===== src/rtl/lcdseq_pkg.sv =====
// Shared types and constants for the character LCD nibble bus sequencer.
// No dependencies; compiled before the interfaces and the top level.
package lcdseq_pkg;

    // Request operation codes
    typedef enum logic [1:0] {
        OP_INIT    = 2'd0,
        OP_COMMAND = 2'd1,
        OP_DATA    = 2'd2,
        OP_GOTO    = 2'd3
    } op_t;

    // Configuration register indexes (byte address = 4 * index)
    typedef enum logic [1:0] {
        REG_SETUP    = 2'd0,
        REG_ENABLE   = 2'd1,
        REG_BUSY     = 2'd2,
        REG_POWER_UP = 2'd3
    } reg_idx_t;

    localparam int ADDR_W  = 4;
    localparam int DATA_W  = 32;
    localparam int HOLD_W  = 26;
    localparam int STEP_W  = 4;
    localparam int PHASE_W = 3;

    // Register reset values
    localparam logic [15:0] SETUP_RST    = 16'd500;
    localparam logic [15:0] ENABLE_RST   = 16'd1000;
    localparam logic [19:0] BUSY_RST     = 20'd200000;
    localparam logic [25:0] POWER_UP_RST = 26'd30000000;

    // Fixed init timing and codes
    localparam logic [HOLD_W-1:0] INIT_SETUP_NS = 26'd300;
    localparam logic [3:0]        MODE_NIBBLE   = 4'h2;
    localparam logic [7:0]        DISPLAY_CMD   = 8'h0C;
    localparam logic [7:0]        FUNCTION_CMD  = 8'h28;

    // Step numbering across one request; byte requests start at STEP_BYTE_B
    localparam logic [STEP_W-1:0] STEP_POWER      = 4'd0;
    localparam logic [STEP_W-1:0] STEP_MODE_SETUP = 4'd1;
    localparam logic [STEP_W-1:0] STEP_MODE_HI    = 4'd2;
    localparam logic [STEP_W-1:0] STEP_MODE_LO    = 4'd3;
    localparam logic [STEP_W-1:0] STEP_BYTE_A     = 4'd4;
    localparam logic [STEP_W-1:0] STEP_BYTE_B     = 4'd9;
    localparam logic [STEP_W-1:0] STEP_LAST       = 4'd13;

    // Phases of one byte transfer
    typedef enum logic [PHASE_W-1:0] {
        PH_SETUP   = 3'd0,
        PH_HI_HIGH = 3'd1,
        PH_HI_LOW  = 3'd2,
        PH_LO_HIGH = 3'd3,
        PH_LO_LOW  = 3'd4
    } phase_t;

    // DDRAM base address command for each display row
    function automatic logic [7:0] row_base(input logic [1:0] row);
        logic [7:0] base;
        unique case (row)
            2'd0:    base = 8'h80;
            2'd1:    base = 8'hC0;
            2'd2:    base = 8'h94;
            default: base = 8'hD4;
        endcase
        return base;
    endfunction

endpackage


===== src/rtl/lcdseq_req_if.sv =====
// Request channel interface: one LCD operation per request.
// Depends on nothing; payload widths follow the request fields.
interface lcdseq_req_if;
    logic       valid;
    logic       ready;
    logic [1:0] operation;
    logic [7:0] value;
    logic [7:0] column;
    logic [7:0] row;

    modport source (output valid, operation, value, column, row, input ready);
    modport sink   (input valid, operation, value, column, row, output ready);
endinterface


===== src/rtl/lcdseq_pin_if.sv =====
// Pin state channel interface: one timed LCD pin state per request.
// Depends on nothing; payload widths follow the pin state fields.
interface lcdseq_pin_if;
    logic        valid;
    logic        ready;
    logic        reg_select;
    logic        read_write;
    logic        enable;
    logic [3:0]  bus_nibble;
    logic        pins_driven;
    logic [25:0] hold_ns;
    logic        last;

    modport source (output valid, reg_select, read_write, enable, bus_nibble,
                    pins_driven, hold_ns, last, input ready);
    modport sink   (input valid, reg_select, read_write, enable, bus_nibble,
                    pins_driven, hold_ns, last, output ready);
endinterface


===== src/rtl/char_lcd_nibble_bus_sequencer_core.sv =====
// Top level of the character LCD 4-bit bus sequencer.
// Depends on lcdseq_pkg, lcdseq_req_if and lcdseq_pin_if.
//
// Usage:
//   cmd_in carries one request per handshake: init, command byte, data byte
//   or cursor goto. pins_out carries the resulting timed pin states, one per
//   handshake, with last set on the final state of each request.
//   A byte request produces 5 pin states, init produces 14. The step counter
//   walks the pin states, one per cycle unless pins_out stalls. The next
//   request is taken in the same cycle the final state of the current one
//   is loaded into the output register, so requests run back to back with
//   no gap. Once a request is accepted, its first pin state is loaded into
//   the output register as soon as pins_out can advance.
//   When pins_out stalls, the output register holds and the step counter
//   waits; cmd_in stays not ready until the current request's final state
//   has moved into the output register.
//   The APB port sets the four timing registers (ns); write them only while
//   idle. Reset restores the default timings, clears the held bus nibble and
//   RS level, and marks the pins undriven until the first init.
module char_lcd_nibble_bus_sequencer_core (
    input  logic                           clk,
    input  logic                           rst_n,
    input  logic                           psel,
    input  logic                           penable,
    input  logic                           pwrite,
    input  logic [lcdseq_pkg::ADDR_W-1:0]  paddr,
    input  logic [lcdseq_pkg::DATA_W-1:0]  pwdata,
    output logic [lcdseq_pkg::DATA_W-1:0]  prdata,
    output logic                           pready,
    lcdseq_req_if.sink                     cmd_in,
    lcdseq_pin_if.source                   pins_out
);
    import lcdseq_pkg::*;

    // Configuration registers
    logic [15:0] setup_reg;
    logic [15:0] enable_reg;
    logic [19:0] busy_reg;
    logic [25:0] power_up_reg;

    // Current request
    logic              cur_valid_reg;
    logic [STEP_W-1:0] step_reg;
    logic              cur_init_reg;
    logic              cur_rs_reg;
    logic [7:0]        byte_a_reg;
    logic [7:0]        byte_b_reg;

    // Bus state carried between pin states
    logic       held_select_reg;
    logic [3:0] held_nibble_reg;
    logic       outputs_enabled_reg;

    // Output register
    logic              out_valid_reg;
    logic              out_rs_reg;
    logic              out_e_reg;
    logic [3:0]        out_nib_reg;
    logic              out_driven_reg;
    logic [HOLD_W-1:0] out_hold_reg;
    logic              out_last_reg;

    logic              advance;
    logic              emit;
    logic              accept;
    logic              wr_en;
    reg_idx_t          wr_idx;

    logic [7:0]        goto_cmd;
    logic              req_init;
    logic              req_rs;
    logic [7:0]        req_byte_a;
    logic [7:0]        req_byte_b;

    logic              st_rs;
    logic              st_e;
    logic [3:0]        st_nib;
    logic [HOLD_W-1:0] st_hold;
    logic [7:0]        cur_byte;
    phase_t            phase;
    logic [HOLD_W-1:0] hold_setup;
    logic [HOLD_W-1:0] hold_enable;
    logic [HOLD_W-1:0] hold_final;

    // APB port
    assign pready = 1'b1;
    assign wr_en  = psel & penable & pwrite & pready;
    assign wr_idx = reg_idx_t'(paddr[3:2]);

    always_comb
    begin
        unique case (wr_idx)
            REG_SETUP:    prdata = {16'd0, setup_reg};
            REG_ENABLE:   prdata = {16'd0, enable_reg};
            REG_BUSY:     prdata = {12'd0, busy_reg};
            REG_POWER_UP: prdata = {6'd0, power_up_reg};
            default:      prdata = '0;
        endcase
    end

    always_ff @(posedge clk or negedge rst_n)
    begin
        if (!rst_n)
        begin
            setup_reg    <= SETUP_RST;
            enable_reg   <= ENABLE_RST;
            busy_reg     <= BUSY_RST;
            power_up_reg <= POWER_UP_RST;
        end
        else if (wr_en)
        begin
            unique case (wr_idx)
                REG_SETUP:    setup_reg    <= pwdata[15:0];
                REG_ENABLE:   enable_reg   <= pwdata[15:0];
                REG_BUSY:     busy_reg     <= pwdata[19:0];
                REG_POWER_UP: power_up_reg <= pwdata[25:0];
                default:      ;
            endcase
        end
    end

    // Handshake control
    assign advance      = !out_valid_reg || pins_out.ready;
    assign emit         = cur_valid_reg && advance;
    assign cmd_in.ready = !cur_valid_reg || (emit && step_reg == STEP_LAST);
    assign accept       = cmd_in.valid && cmd_in.ready;

    // Request decode: init sends the display command ORed with the value, then the function command; others one byte
    assign goto_cmd = (cmd_in.row[7:2] == 6'd0)
                    ? 8'(row_base(cmd_in.row[1:0]) + cmd_in.column)
                    : cmd_in.column;

    always_comb
    begin
        req_init   = 1'b0;
        req_rs     = 1'b0;
        req_byte_a = DISPLAY_CMD | cmd_in.value;
        req_byte_b = cmd_in.value;
        unique case (op_t'(cmd_in.operation))
            OP_INIT:
            begin
                req_init   = 1'b1;
                req_byte_b = FUNCTION_CMD;
            end
            OP_COMMAND: req_byte_b = cmd_in.value;
            OP_DATA:    req_rs     = 1'b1;
            OP_GOTO:    req_byte_b = goto_cmd;
            default:    ;
        endcase
    end

    always_ff @(posedge clk or negedge rst_n)
    begin
        if (!rst_n)
        begin
            cur_valid_reg <= 1'b0;
            step_reg      <= STEP_POWER;
        end
        else if (accept)
        begin
            cur_valid_reg <= 1'b1;
            step_reg      <= req_init ? STEP_POWER : STEP_BYTE_B;
        end
        else if (emit)
        begin
            if (step_reg == STEP_LAST)
                cur_valid_reg <= 1'b0;
            else
                step_reg <= step_reg + 1'b1;
        end
    end

    always_ff @(posedge clk)
    begin
        if (accept)
        begin
            cur_init_reg <= req_init;
            cur_rs_reg   <= req_rs;
            byte_a_reg   <= req_byte_a;
            byte_b_reg   <= req_byte_b;
        end
    end

    // Pin state for the current step
    assign hold_setup  = HOLD_W'(setup_reg);
    assign hold_enable = HOLD_W'(enable_reg);
    assign hold_final  = HOLD_W'(enable_reg) + HOLD_W'(busy_reg);

    always_comb
    begin
        if (step_reg >= STEP_BYTE_B)
        begin
            phase    = phase_t'(PHASE_W'(step_reg - STEP_BYTE_B));
            cur_byte = byte_b_reg;
        end
        else
        begin
            phase    = phase_t'(PHASE_W'(step_reg - STEP_BYTE_A));
            cur_byte = byte_a_reg;
        end
    end

    always_comb
    begin
        st_rs   = cur_rs_reg;
        st_e    = 1'b0;
        st_nib  = held_nibble_reg;
        st_hold = hold_setup;
        priority if (step_reg == STEP_POWER)
        begin
            st_rs   = held_select_reg;
            st_hold = power_up_reg;
        end
        else if (step_reg == STEP_MODE_SETUP)
        begin
            st_rs   = 1'b0;
            st_nib  = 4'h0;
            st_hold = INIT_SETUP_NS;
        end
        else if (step_reg == STEP_MODE_HI)
        begin
            st_rs   = 1'b0;
            st_e    = 1'b1;
            st_nib  = MODE_NIBBLE;
            st_hold = hold_enable;
        end
        else if (step_reg == STEP_MODE_LO)
        begin
            st_rs   = 1'b0;
            st_nib  = MODE_NIBBLE;
            st_hold = hold_final;
        end
        else
        begin
            unique case (phase)
                PH_SETUP:
                begin
                    st_nib  = held_nibble_reg;
                    st_hold = hold_setup;
                end
                PH_HI_HIGH:
                begin
                    st_e    = 1'b1;
                    st_nib  = cur_byte[7:4];
                    st_hold = hold_enable;
                end
                PH_HI_LOW:
                begin
                    st_nib  = cur_byte[7:4];
                    st_hold = hold_enable;
                end
                PH_LO_HIGH:
                begin
                    st_e    = 1'b1;
                    st_nib  = cur_byte[3:0];
                    st_hold = hold_enable;
                end
                PH_LO_LOW:
                begin
                    st_nib  = cur_byte[3:0];
                    st_hold = hold_final;
                end
                default: ;
            endcase
        end
    end

    // Held bus levels follow the last pin state sent; init enables outputs
    always_ff @(posedge clk or negedge rst_n)
    begin
        if (!rst_n)
        begin
            held_select_reg     <= 1'b0;
            held_nibble_reg     <= 4'h0;
            outputs_enabled_reg <= 1'b0;
        end
        else if (emit)
        begin
            held_select_reg <= st_rs;
            held_nibble_reg <= st_nib;
            if (cur_init_reg && step_reg == STEP_POWER)
                outputs_enabled_reg <= 1'b1;
        end
    end

    // Output register
    always_ff @(posedge clk or negedge rst_n)
    begin
        if (!rst_n)
            out_valid_reg <= 1'b0;
        else if (advance)
            out_valid_reg <= cur_valid_reg;
    end

    always_ff @(posedge clk)
    begin
        if (emit)
        begin
            out_rs_reg     <= st_rs;
            out_e_reg      <= st_e;
            out_nib_reg    <= st_nib;
            out_driven_reg <= outputs_enabled_reg;
            out_hold_reg   <= st_hold;
            out_last_reg   <= (step_reg == STEP_LAST);
        end
    end

    assign pins_out.valid       = out_valid_reg;
    assign pins_out.reg_select  = out_rs_reg;
    assign pins_out.read_write  = 1'b0;
    assign pins_out.enable      = out_e_reg;
    assign pins_out.bus_nibble  = out_nib_reg;
    assign pins_out.pins_driven = out_driven_reg;
    assign pins_out.hold_ns     = out_hold_reg;
    assign pins_out.last        = out_last_reg;

    // Checks
    a_last_loaded: assert property (@(posedge clk) disable iff (!rst_n)
        emit && step_reg == STEP_LAST |=> out_valid_reg && out_last_reg)
        else $error("final step did not produce a last pin state");

    a_init_enables: assert property (@(posedge clk) disable iff (!rst_n)
        emit && cur_init_reg && step_reg == STEP_POWER |=> outputs_enabled_reg)
        else $error("init did not enable the outputs");

    a_last_enable_low: assert property (@(posedge clk) disable iff (!rst_n)
        out_valid_reg && out_last_reg |-> !out_e_reg)
        else $error("request ended with enable high");

    a_no_accept_midway: assert property (@(posedge clk) disable iff (!rst_n)
        accept && cur_valid_reg |-> emit && step_reg == STEP_LAST)
        else $error("request accepted while another was in progress");

endmodule


===== src/flat_wrapper.sv =====
// flat-port wrapper written by rule: the top's interface ports become plain ports
module char_lcd_nibble_bus_sequencer_core_flat import lcdseq_pkg::*;
  (clk, rst_n, psel, penable, pwrite, paddr, pwdata, prdata, pready, cmd_in_valid, cmd_in_operation, cmd_in_value, cmd_in_column, cmd_in_row, cmd_in_ready, pins_out_valid, pins_out_reg_select, pins_out_read_write, pins_out_enable, pins_out_bus_nibble, pins_out_pins_driven, pins_out_hold_ns, pins_out_last, pins_out_ready);
  lcdseq_req_if cmd_in_i ();
  lcdseq_pin_if pins_out_i ();
  input  logic clk;
  input  logic rst_n;
  input  logic psel;
  input  logic penable;
  input  logic pwrite;
  input  logic [lcdseq_pkg::ADDR_W-1:0] paddr;
  input  logic [lcdseq_pkg::DATA_W-1:0] pwdata;
  output logic [lcdseq_pkg::DATA_W-1:0] prdata;
  output logic pready;
  input wire logic [$bits(cmd_in_i.valid)-1:0] cmd_in_valid;
  input wire logic [$bits(cmd_in_i.operation)-1:0] cmd_in_operation;
  input wire logic [$bits(cmd_in_i.value)-1:0] cmd_in_value;
  input wire logic [$bits(cmd_in_i.column)-1:0] cmd_in_column;
  input wire logic [$bits(cmd_in_i.row)-1:0] cmd_in_row;
  output wire logic [$bits(cmd_in_i.ready)-1:0] cmd_in_ready;
  output wire logic [$bits(pins_out_i.valid)-1:0] pins_out_valid;
  output wire logic [$bits(pins_out_i.reg_select)-1:0] pins_out_reg_select;
  output wire logic [$bits(pins_out_i.read_write)-1:0] pins_out_read_write;
  output wire logic [$bits(pins_out_i.enable)-1:0] pins_out_enable;
  output wire logic [$bits(pins_out_i.bus_nibble)-1:0] pins_out_bus_nibble;
  output wire logic [$bits(pins_out_i.pins_driven)-1:0] pins_out_pins_driven;
  output wire logic [$bits(pins_out_i.hold_ns)-1:0] pins_out_hold_ns;
  output wire logic [$bits(pins_out_i.last)-1:0] pins_out_last;
  input wire logic [$bits(pins_out_i.ready)-1:0] pins_out_ready;
  assign cmd_in_i.valid = cmd_in_valid;
  assign cmd_in_i.operation = cmd_in_operation;
  assign cmd_in_i.value = cmd_in_value;
  assign cmd_in_i.column = cmd_in_column;
  assign cmd_in_i.row = cmd_in_row;
  assign cmd_in_ready = cmd_in_i.ready;
  assign pins_out_valid = pins_out_i.valid;
  assign pins_out_reg_select = pins_out_i.reg_select;
  assign pins_out_read_write = pins_out_i.read_write;
  assign pins_out_enable = pins_out_i.enable;
  assign pins_out_bus_nibble = pins_out_i.bus_nibble;
  assign pins_out_pins_driven = pins_out_i.pins_driven;
  assign pins_out_hold_ns = pins_out_i.hold_ns;
  assign pins_out_last = pins_out_i.last;
  assign pins_out_i.ready = pins_out_ready;
  char_lcd_nibble_bus_sequencer_core u_core (.clk(clk), .rst_n(rst_n), .psel(psel), .penable(penable), .pwrite(pwrite), .paddr(paddr), .pwdata(pwdata), .prdata(prdata), .pready(pready), .cmd_in(cmd_in_i), .pins_out(pins_out_i));
endmodule

===== config.mk =====
export PLATFORM = sky130hd
export DESIGN_NAME = char_lcd_nibble_bus_sequencer_core_flat
export DESIGN_NICKNAME = d
export VERILOG_FILES = /design/src/rtl/lcdseq_pkg.sv /design/src/rtl/lcdseq_req_if.sv /design/src/rtl/lcdseq_pin_if.sv /design/src/rtl/char_lcd_nibble_bus_sequencer_core.sv /design/src/flat_wrapper.sv
export SDC_FILE = /design/constraint.sdc
export NUM_CORES = 1
export LEC_CHECK = 0
export BUFFER_PORTS_ARGS = -buffer_cell sky130_fd_sc_hd__buf_2
export CORE_MARGIN = 5
export CORE_UTILIZATION = 30
export DETAILED_ROUTE_END_ITERATION = 10
export PLACE_DENSITY = 0.59
export SETUP_SLACK_MARGIN = 0.15
export SKIP_LAST_GASP = 1
export SYNTH_ARGS = -nofsm -noshare
export SYNTH_HDL_FRONTEND = slang
export SYNTH_SLANG_ARGS = --single-unit

===== constraint.sdc =====
create_clock -name clk -period 3.4 [get_ports clk]
set_clock_uncertainty 0.1 [all_clocks]
set_input_delay 0.51 -clock clk [delete_from_list [all_inputs] [get_ports clk]]
set_output_delay 0.51 -clock clk [all_outputs]
set_load 0.03 [all_outputs]

======== Word-level counts from Yosys, hierarchy flattened ========
Index checks and enable logic that the tools add are counted.
Widths: inputs -> output; s select.
cells by class
  add/sub/neg operators ................... 5
  multiply operators ...................... 0
  divide/modulo/power cells ............... 0
  magnitude comparators ................... 1
  eq/ne operators ......................... 16
  shift operators ......................... 0
  muxes and demuxes ....................... 32
  bitwise gates (word level) .............. 2
  reductions and logical operators ........ 27
operators by type and width
  kind                 number
  $pmux 32 s4          1
  $mux 26              4
  $pmux 26 s2          1
  $mux 4               8
  $add 16x20->21       1
  $pmux 7 s3           1
  $mux 8               2
  $pmux 8 s2           1
  $reduce_and 2->1     7
  $mux 1               12
  $eq 2x2->1 const B   5
  $add 8x8->8          1
  $eq 4x2->1 const B   2
  $pmux 4 s2           1
  $reduce_or 2->1      4
  $eq 3x2->1 const B   2
  $logic_not 2->1      3
  $logic_not 6->1      1
  $add 4x1->4 const B  1
  $eq 2x1->1 const B   2
  $eq 4x1->1 const B   1
  $eq 4x4->1 const B   1
  $ge 4x4->1 const B   1
  $logic_and 1x1->1    4
  12 further kinds     16
storage, ports and cells
  flip-flop bits (word level) ............. 140
  bits in latches ......................... 0
  bits in writable memories ............... 0
  ROM bits ................................ 0
  input port bits ......................... 69
  output and inout port bits .............. 70
  memories ................................ 0

======== Depth between registers and ports, before layout ========
  depth in word-level cells ............... 9
  mapped depth ............................ 13
  mapped depth without buffers ............ 10

======== Least setup slack after synthesis ========
OpenSTA, ideal clock, no wires.
  path kind ............................... reg2reg
  start ................................... register u_core.step_reg[1]
  end ..................................... register u_core.step_reg[3]
  library setup time ...................... 0.121 ns
  arrival time ............................ 2.888 ns
  required time ........................... 3.179 ns
  slack ................................... 0.291 ns
  stages on the path, launching flop included .. 11
  path buffers ............................ 2
  period minus slack after synthesis ...... 3.109 ns
  cells stage by stage .................... dfrtp_1 clkbuf_1 inv_1 ha_1 buf_2 nand3_1 o21ai_0 nand2_1 inv_1 a21oi_1 o22a_1
on the way
  longest elaborated chain between the ends .. 6
ends and longest elaborated chain
  what                                                              RTL line                                   RTL
  from (decl)                                                       char_lcd_nibble_bus_sequencer_core.sv:43   logic [STEP_W-1:0] step_reg;
  from (signal assigned)                                            char_lcd_nibble_bus_sequencer_core.sv:162  step_reg <= req_init ? STEP_POWER : STEP_BYTE_B;
  from (signal assigned)                                            char_lcd_nibble_bus_sequencer_core.sv:169  step_reg <= step_reg + 1'b1;
  $eq 4x4->1 (*)                                                    char_lcd_nibble_bus_sequencer_core.sv:125  assign cmd_in.ready = !cur_valid_reg || (emit && step_reg == STEP_LAST);
  $logic_and 1x1->1 (*)                                             char_lcd_nibble_bus_sequencer_core.sv:125
  $logic_or 1x1->1 (*)                                              char_lcd_nibble_bus_sequencer_core.sv:125
  named net cmd_in_ready                                            flat_wrapper.sv:20                         output wire logic [$bits(cmd_in_i.ready)-1:0] cmd_in_ready;
  $logic_and 1x1->1 (*)                                             char_lcd_nibble_bus_sequencer_core.sv:126  assign accept = cmd_in.valid && cmd_in.ready;
  named net u_core.accept                                           char_lcd_nibble_bus_sequencer_core.sv:65   logic accept;
  $ne 2x1->1 (no line) / $reduce_bool 2->1 (equally long branches)  n/a
  $reduce_and 2->1 (no line)                                        n/a
The timed path passes the listed nets; every way through them passes the cells marked *. The select of a mux whose other input is x is not followed.
A chain may end at the register's enable or synchronous reset.

======== Final worst setup path ========
  start ................................... register u_core.step_reg[0]
  end ..................................... register u_core.out_hold_reg[15] (netlist: u_core.pins_out.hold_ns[15]) (data pin)
on the way
  longest elaborated chain between the ends .. 9
ends and longest elaborated chain
  what                                             RTL line                                   RTL
  $ge 4x4->1, or another cell as far along         char_lcd_nibble_bus_sequencer_core.sv:191  if (step_reg >= STEP_BYTE_B)
  $mux 3                                           char_lcd_nibble_bus_sequencer_core.sv:191
  $eq 3x1->1 / $eq 3x2->1 (equally long branches)  char_lcd_nibble_bus_sequencer_core.sv:235  unique case (phase)
  $reduce_or 3->1 (no line)                        n/a
  $pmux 26 s2                                      char_lcd_nibble_bus_sequencer_core.sv:235
  $mux 26                                          char_lcd_nibble_bus_sequencer_core.sv:227  else if (step_reg == STEP_MODE_LO)
  $mux 26                                          char_lcd_nibble_bus_sequencer_core.sv:220  else if (step_reg == STEP_MODE_HI)
  $mux 26                                          char_lcd_nibble_bus_sequencer_core.sv:214  else if (step_reg == STEP_MODE_SETUP)
  $mux 26 (*)                                      char_lcd_nibble_bus_sequencer_core.sv:209  priority if (step_reg == STEP_POWER)
  named net u_core.st_hold[15]                     char_lcd_nibble_bus_sequencer_core.sv:78   logic [HOLD_W-1:0] st_hold;
  to (signal assigned)                             char_lcd_nibble_bus_sequencer_core.sv:303  out_hold_reg <= st_hold;
  to (decl)                                        char_lcd_nibble_bus_sequencer_core.sv:60   logic [HOLD_W-1:0] out_hold_reg;
The timed path passes the listed nets; every way through them passes the cells marked *.

==> results.md <==
- The flow ran to the end, and the final reports show no timing, DRC or antenna violations.
- The summed negative setup slack over all endpoints is 0 ns.
- The sum of overflow across all layers after global routing is 0.
- Buffers added to address setup during post-CTS repair amount to 0.
- The total iterations of the first detailed-routing run is 5.
- The launch point of the worst path is u_core.step_reg[0].
- The clock tree synthesis step divided the H-tree into 4 levels.
- The worst-margin pin slew is between 0.9 and 1 ns.
- The worst pin sits at a relative slew slack of 33.5%.
- The area share of the leading cell type in the synthesized netlist is about a fifth.
- The number of global-route vias before repair is 6272.
- During synthesis, Yosys emitted a total of 0 warnings.
- Setup repair after global routing left no endpoint under its margin.
- For this block, the routed nets add up to between 20000 and 25000 um of wire.
- The worst register-to-register path ends at u_core.pins_out.hold_ns[15].
- The launch instance of the worst min-delay path is cmd_in_value[4].
- The clock net in this run drives a total of 140 sinks.
- The number of flip-flops and latches in the synthesized netlist is 140.
- The clock edge transition at the registers on the reported setup and hold paths is 0.06 ns.
- The I/O pin total is between 100 and 150.
- In the finished design, the share of the clock period the worst path needs comes to between 80% and 90%.
- The number of pins exceeding their max-slew limit in the final report was 0.
- The first global-routing pass estimated ~35000 um of wire.
- The area of the die is approximately 30000 sq um.
- The pre-CTS setup slack is roughly 0.29 ns.
- The core outline area is 26100 sq um.
- Along the worst path, the maximum fanout reaches 12.
- STA classifies the critical path endpoint as a flip-flop.
- The beginning of the worst register-to-register path is u_core.step_reg[0].
- The path class of the tightest hold or removal check is in2reg.
- STA puts the critical path data required time at approximately 3.5 ns.
- The count of nets left with antenna violations after detail routing is 0.
- Setup slack closes at ~0.4 ns.
- The share of the Yosys chip area taken by registers is between 40 and 50%.
- Synthesis instantiated a little over 70 different standard cells from the library.
- TritonCTS built the clock tree.
- The number of buffers inserted during clock tree synthesis is 17.
- After synthesis, the cell types taking the most area are sky130_fd_sc_hd__dfrtp_1 19%, sky130_fd_sc_hd__edfxtp_1 19%, sky130_fd_sc_hd__mux2_2 11%.
- The fraction of final layout cells sized beyond drive strength 1 is 35.9%.
- Across all register-to-register paths, the minimum setup slack is around 0.4 ns.
- The analysis attributes to cell leakage a power of between 4 and 5 nW.
- The number of hold-slack violations in the final timing report is 0.
- The die outline height is 173 um.
- The via-per-instance ratio is around 5.1.
- STA puts the critical path data arrival time at 3.06 ns.
- After detailed routing, the average wire length per cell comes to 18.2 um.
- The maximum clock insertion buffer count is 2.
- The number of cell instances on the worst register-to-register path is 8.
- The total number of nets in the final design is approximately 950.
- Routability-driven placement finished with a final weighted congestion of a little over 0.9.
- The post-synthesis instance area is ~8000 sq um.
- The worst supply voltage drop on vdd is between 500 and 600 uV.
- Relative to the synthesized area, the layout overhead comes to 21.8%.
- The later pin in the worst-skew pair is clocked with a latency of 0.43 ns.
- The share of the core filled with cells in the final layout is roughly 37%.
- Across the run, the number of max-cap violations was 0.
- STA classifies the critical path startpoint as a flip-flop.
- The leading area contributor after synthesis is sky130_fd_sc_hd__dfrtp_1.
- The DRC violations left is 0.
- The worst setup path is of the reg2reg kind.
- The die span in x is between 150 and 200 um.
- The number of endpoints failing setup at the final stage is 0.
- The maximum clock frequency is approximately 0.33 GHz.
- The most common flop cell mapped by yosys is sky130_fd_sc_hd__dfrtp_1.
- The number of standard-cell rows in the floorplan is 59.
- The HPWL after detailed placement is approximately 16000 um.
- The synthesized area per cell is 11.1 sq um.
- Across every metal layer, demand over resource in global routing totals around 15%.
- The detailed router placed between 6000 and 7000 vias in this run.
- The initial utilization of the core area, before any placement, comes to between 30 and 40%.
- The pin count of the biggest net entering global routing is 52.
- In this run the clock root is driven by a sky130_fd_sc_hd__clkbuf_16.
- For this run, asynchronously set or reset flops after synthesis account for 64.3%.
- For this block, the initial DRC count from the detailed router was 380.
- The initial antenna violation count is 1.
- The number of enable flip-flop cells after synthesis is 50.
- The power density over the cells is between 900 and 1000 nW/um^2.
- The clock period could shrink to 3.00 ns.
- After technology mapping, the gate count stands at 718.
- The most critical setup path has its endpoint at u_core.pins_out.hold_ns[15].
- The number of buffers added on ports is 122.
==> cell usage in the layout, fill, tap and decap left out, types with 27 or more instances in the layout <==
cell type                  synthesis  layout
sky130_fd_sc_hd__a21oi_1          40      40
sky130_fd_sc_hd__buf_2             8     121
sky130_fd_sc_hd__dfrtp_1          62      61
sky130_fd_sc_hd__dfstp_2          28      28
sky130_fd_sc_hd__edfxtp_1         50      50
sky130_fd_sc_hd__ha_1             27      27
sky130_fd_sc_hd__mux2_2           77      77
sky130_fd_sc_hd__nand2_1          75      75
sky130_fd_sc_hd__nor2_1           38      37
sky130_fd_sc_hd__o21ai_0          41      40
==> cell usage after synthesis (all sizes together) (8+ instances only) <==
library cell / instances
mux4: 16
nor3: 9
nor2b: 10
o21ai: 53
nor2: 38
buf: 20
edfxtp: 50
inv: 22
o211ai: 8
clkbuf: 21
mux2: 77
a21oi: 40
xor2: 9
dfstp: 28
nand2: 75
and3: 15
ha: 27
nand3: 18
a221oi: 9
dfrtp: 62
xnor2: 11
==> final cells by class <==
type	count	area [sq um]
fill	2617	16400
multi-input combinational	520	3930
sequential	140	3790
timing repair buffer	146	808
clock buffer	23	509
tap	335	419
clock inverter	9	180
inverter	23	86.3
antenna	1	2.50
==> stage by stage <==
stage / hold WS (ns) / power (mW) / std cells / instance area, sq um
CTS: 0.155 / 9.47 / 1196 / 9720
floorplan: 0.114 / 5.96 / 724 / 8000
finish: 0.177 / 9.40 / 1197 / 9720
global placement: 0.359 / 7.21 / 1163 / 9020
global route: 0.154 / 10.0 / 1197 / 9720
detailed placement: 0.362 / 7.27 / 1163 / 9020
==> worst min path at each step <==
stage | to | slack (ns) | cells past startpoint
2_1_floorplan | u_core.busy_reg[0] | 0.11 | 0
4_1_cts | u_core.byte_a_reg[4] | 0.15 | 1
5_1_grt | u_core.byte_a_reg[4] | 0.15 | 1
3_3_place_gp | u_core.held_select_reg | 0.36 | 2
6_report | u_core.byte_a_reg[4] | 0.18 | 1
3_5_place_dp | u_core.pins_out.pins_driven | 0.36 | 0
==> where the power goes <==
| group | internal, mW | total (mW) | leakage (nW) | switching [mW] |
|---|---|---|---|---|
| sequential | 2.44 | 2.80 | 1.53 | 0.354 |
| combinational | 1.67 | 4.44 | 2.31 | 2.78 |
| clock | 1.43 | 2.16 | 0.335 | 0.730 |
| total | 5.54 | 9.40 | 4.17 | 3.86 |
==> cell families (layout without fill, tap and decap cells) <==
kind of cell	after synthesis	in the layout	share of synthesized area, %
AND/OR/NAND/NOR	192	192	11.5
AO/OA/AOI/OAI	171	171	14.0
flip-flops	140	140	47.5
multiplexers	100	100	16.3
buffers and inverters	64	201	3.75
adder cells (fa/ha/maj)	29	29	4.61
XOR/XNOR	20	20	2.29
other	2	9	0.0941
==> worst max-delay path, cell delays in order, from the launching register on <==
cell and delay [ns]:
sky130_fd_sc_hd__dfrtp_2 0.49, sky130_fd_sc_hd__ha_1 0.34, sky130_fd_sc_hd__or3b_4 0.43, sky130_fd_sc_hd__a21oi_1 0.22, sky130_fd_sc_hd__o21ai_1 0.10, sky130_fd_sc_hd__mux2_2 0.41, sky130_fd_sc_hd__or2_1 0.35, sky130_fd_sc_hd__o221ai_1 0.20
sky130_fd_sc_hd__o21ai_1 0.10
==> layer usage <==
| layer | vias up | global-route usage [%] | part of all wire [%] |
|---|---|---|---|
| met4 | 0 | 4.19 | 1.4 |
| met1 | 3011 | 19.8 | 44 |
| met2 | 169 | 24.0 | 49 |
| li1 | 2913 | - | - |
| met3 | 22 | 3.71 | 5.4 |
| met5 | - | 0 | 0 |
==> repair_timing <==
action | in CTS | in global routing
endpoints found under the hold margin | 29 | 0
endpoints found under the setup margin | 0 | 9
resized for setup | 0 | 2
hold buffers | 1 | 0
No activity file was read; power rests on OpenSTA's default activity.
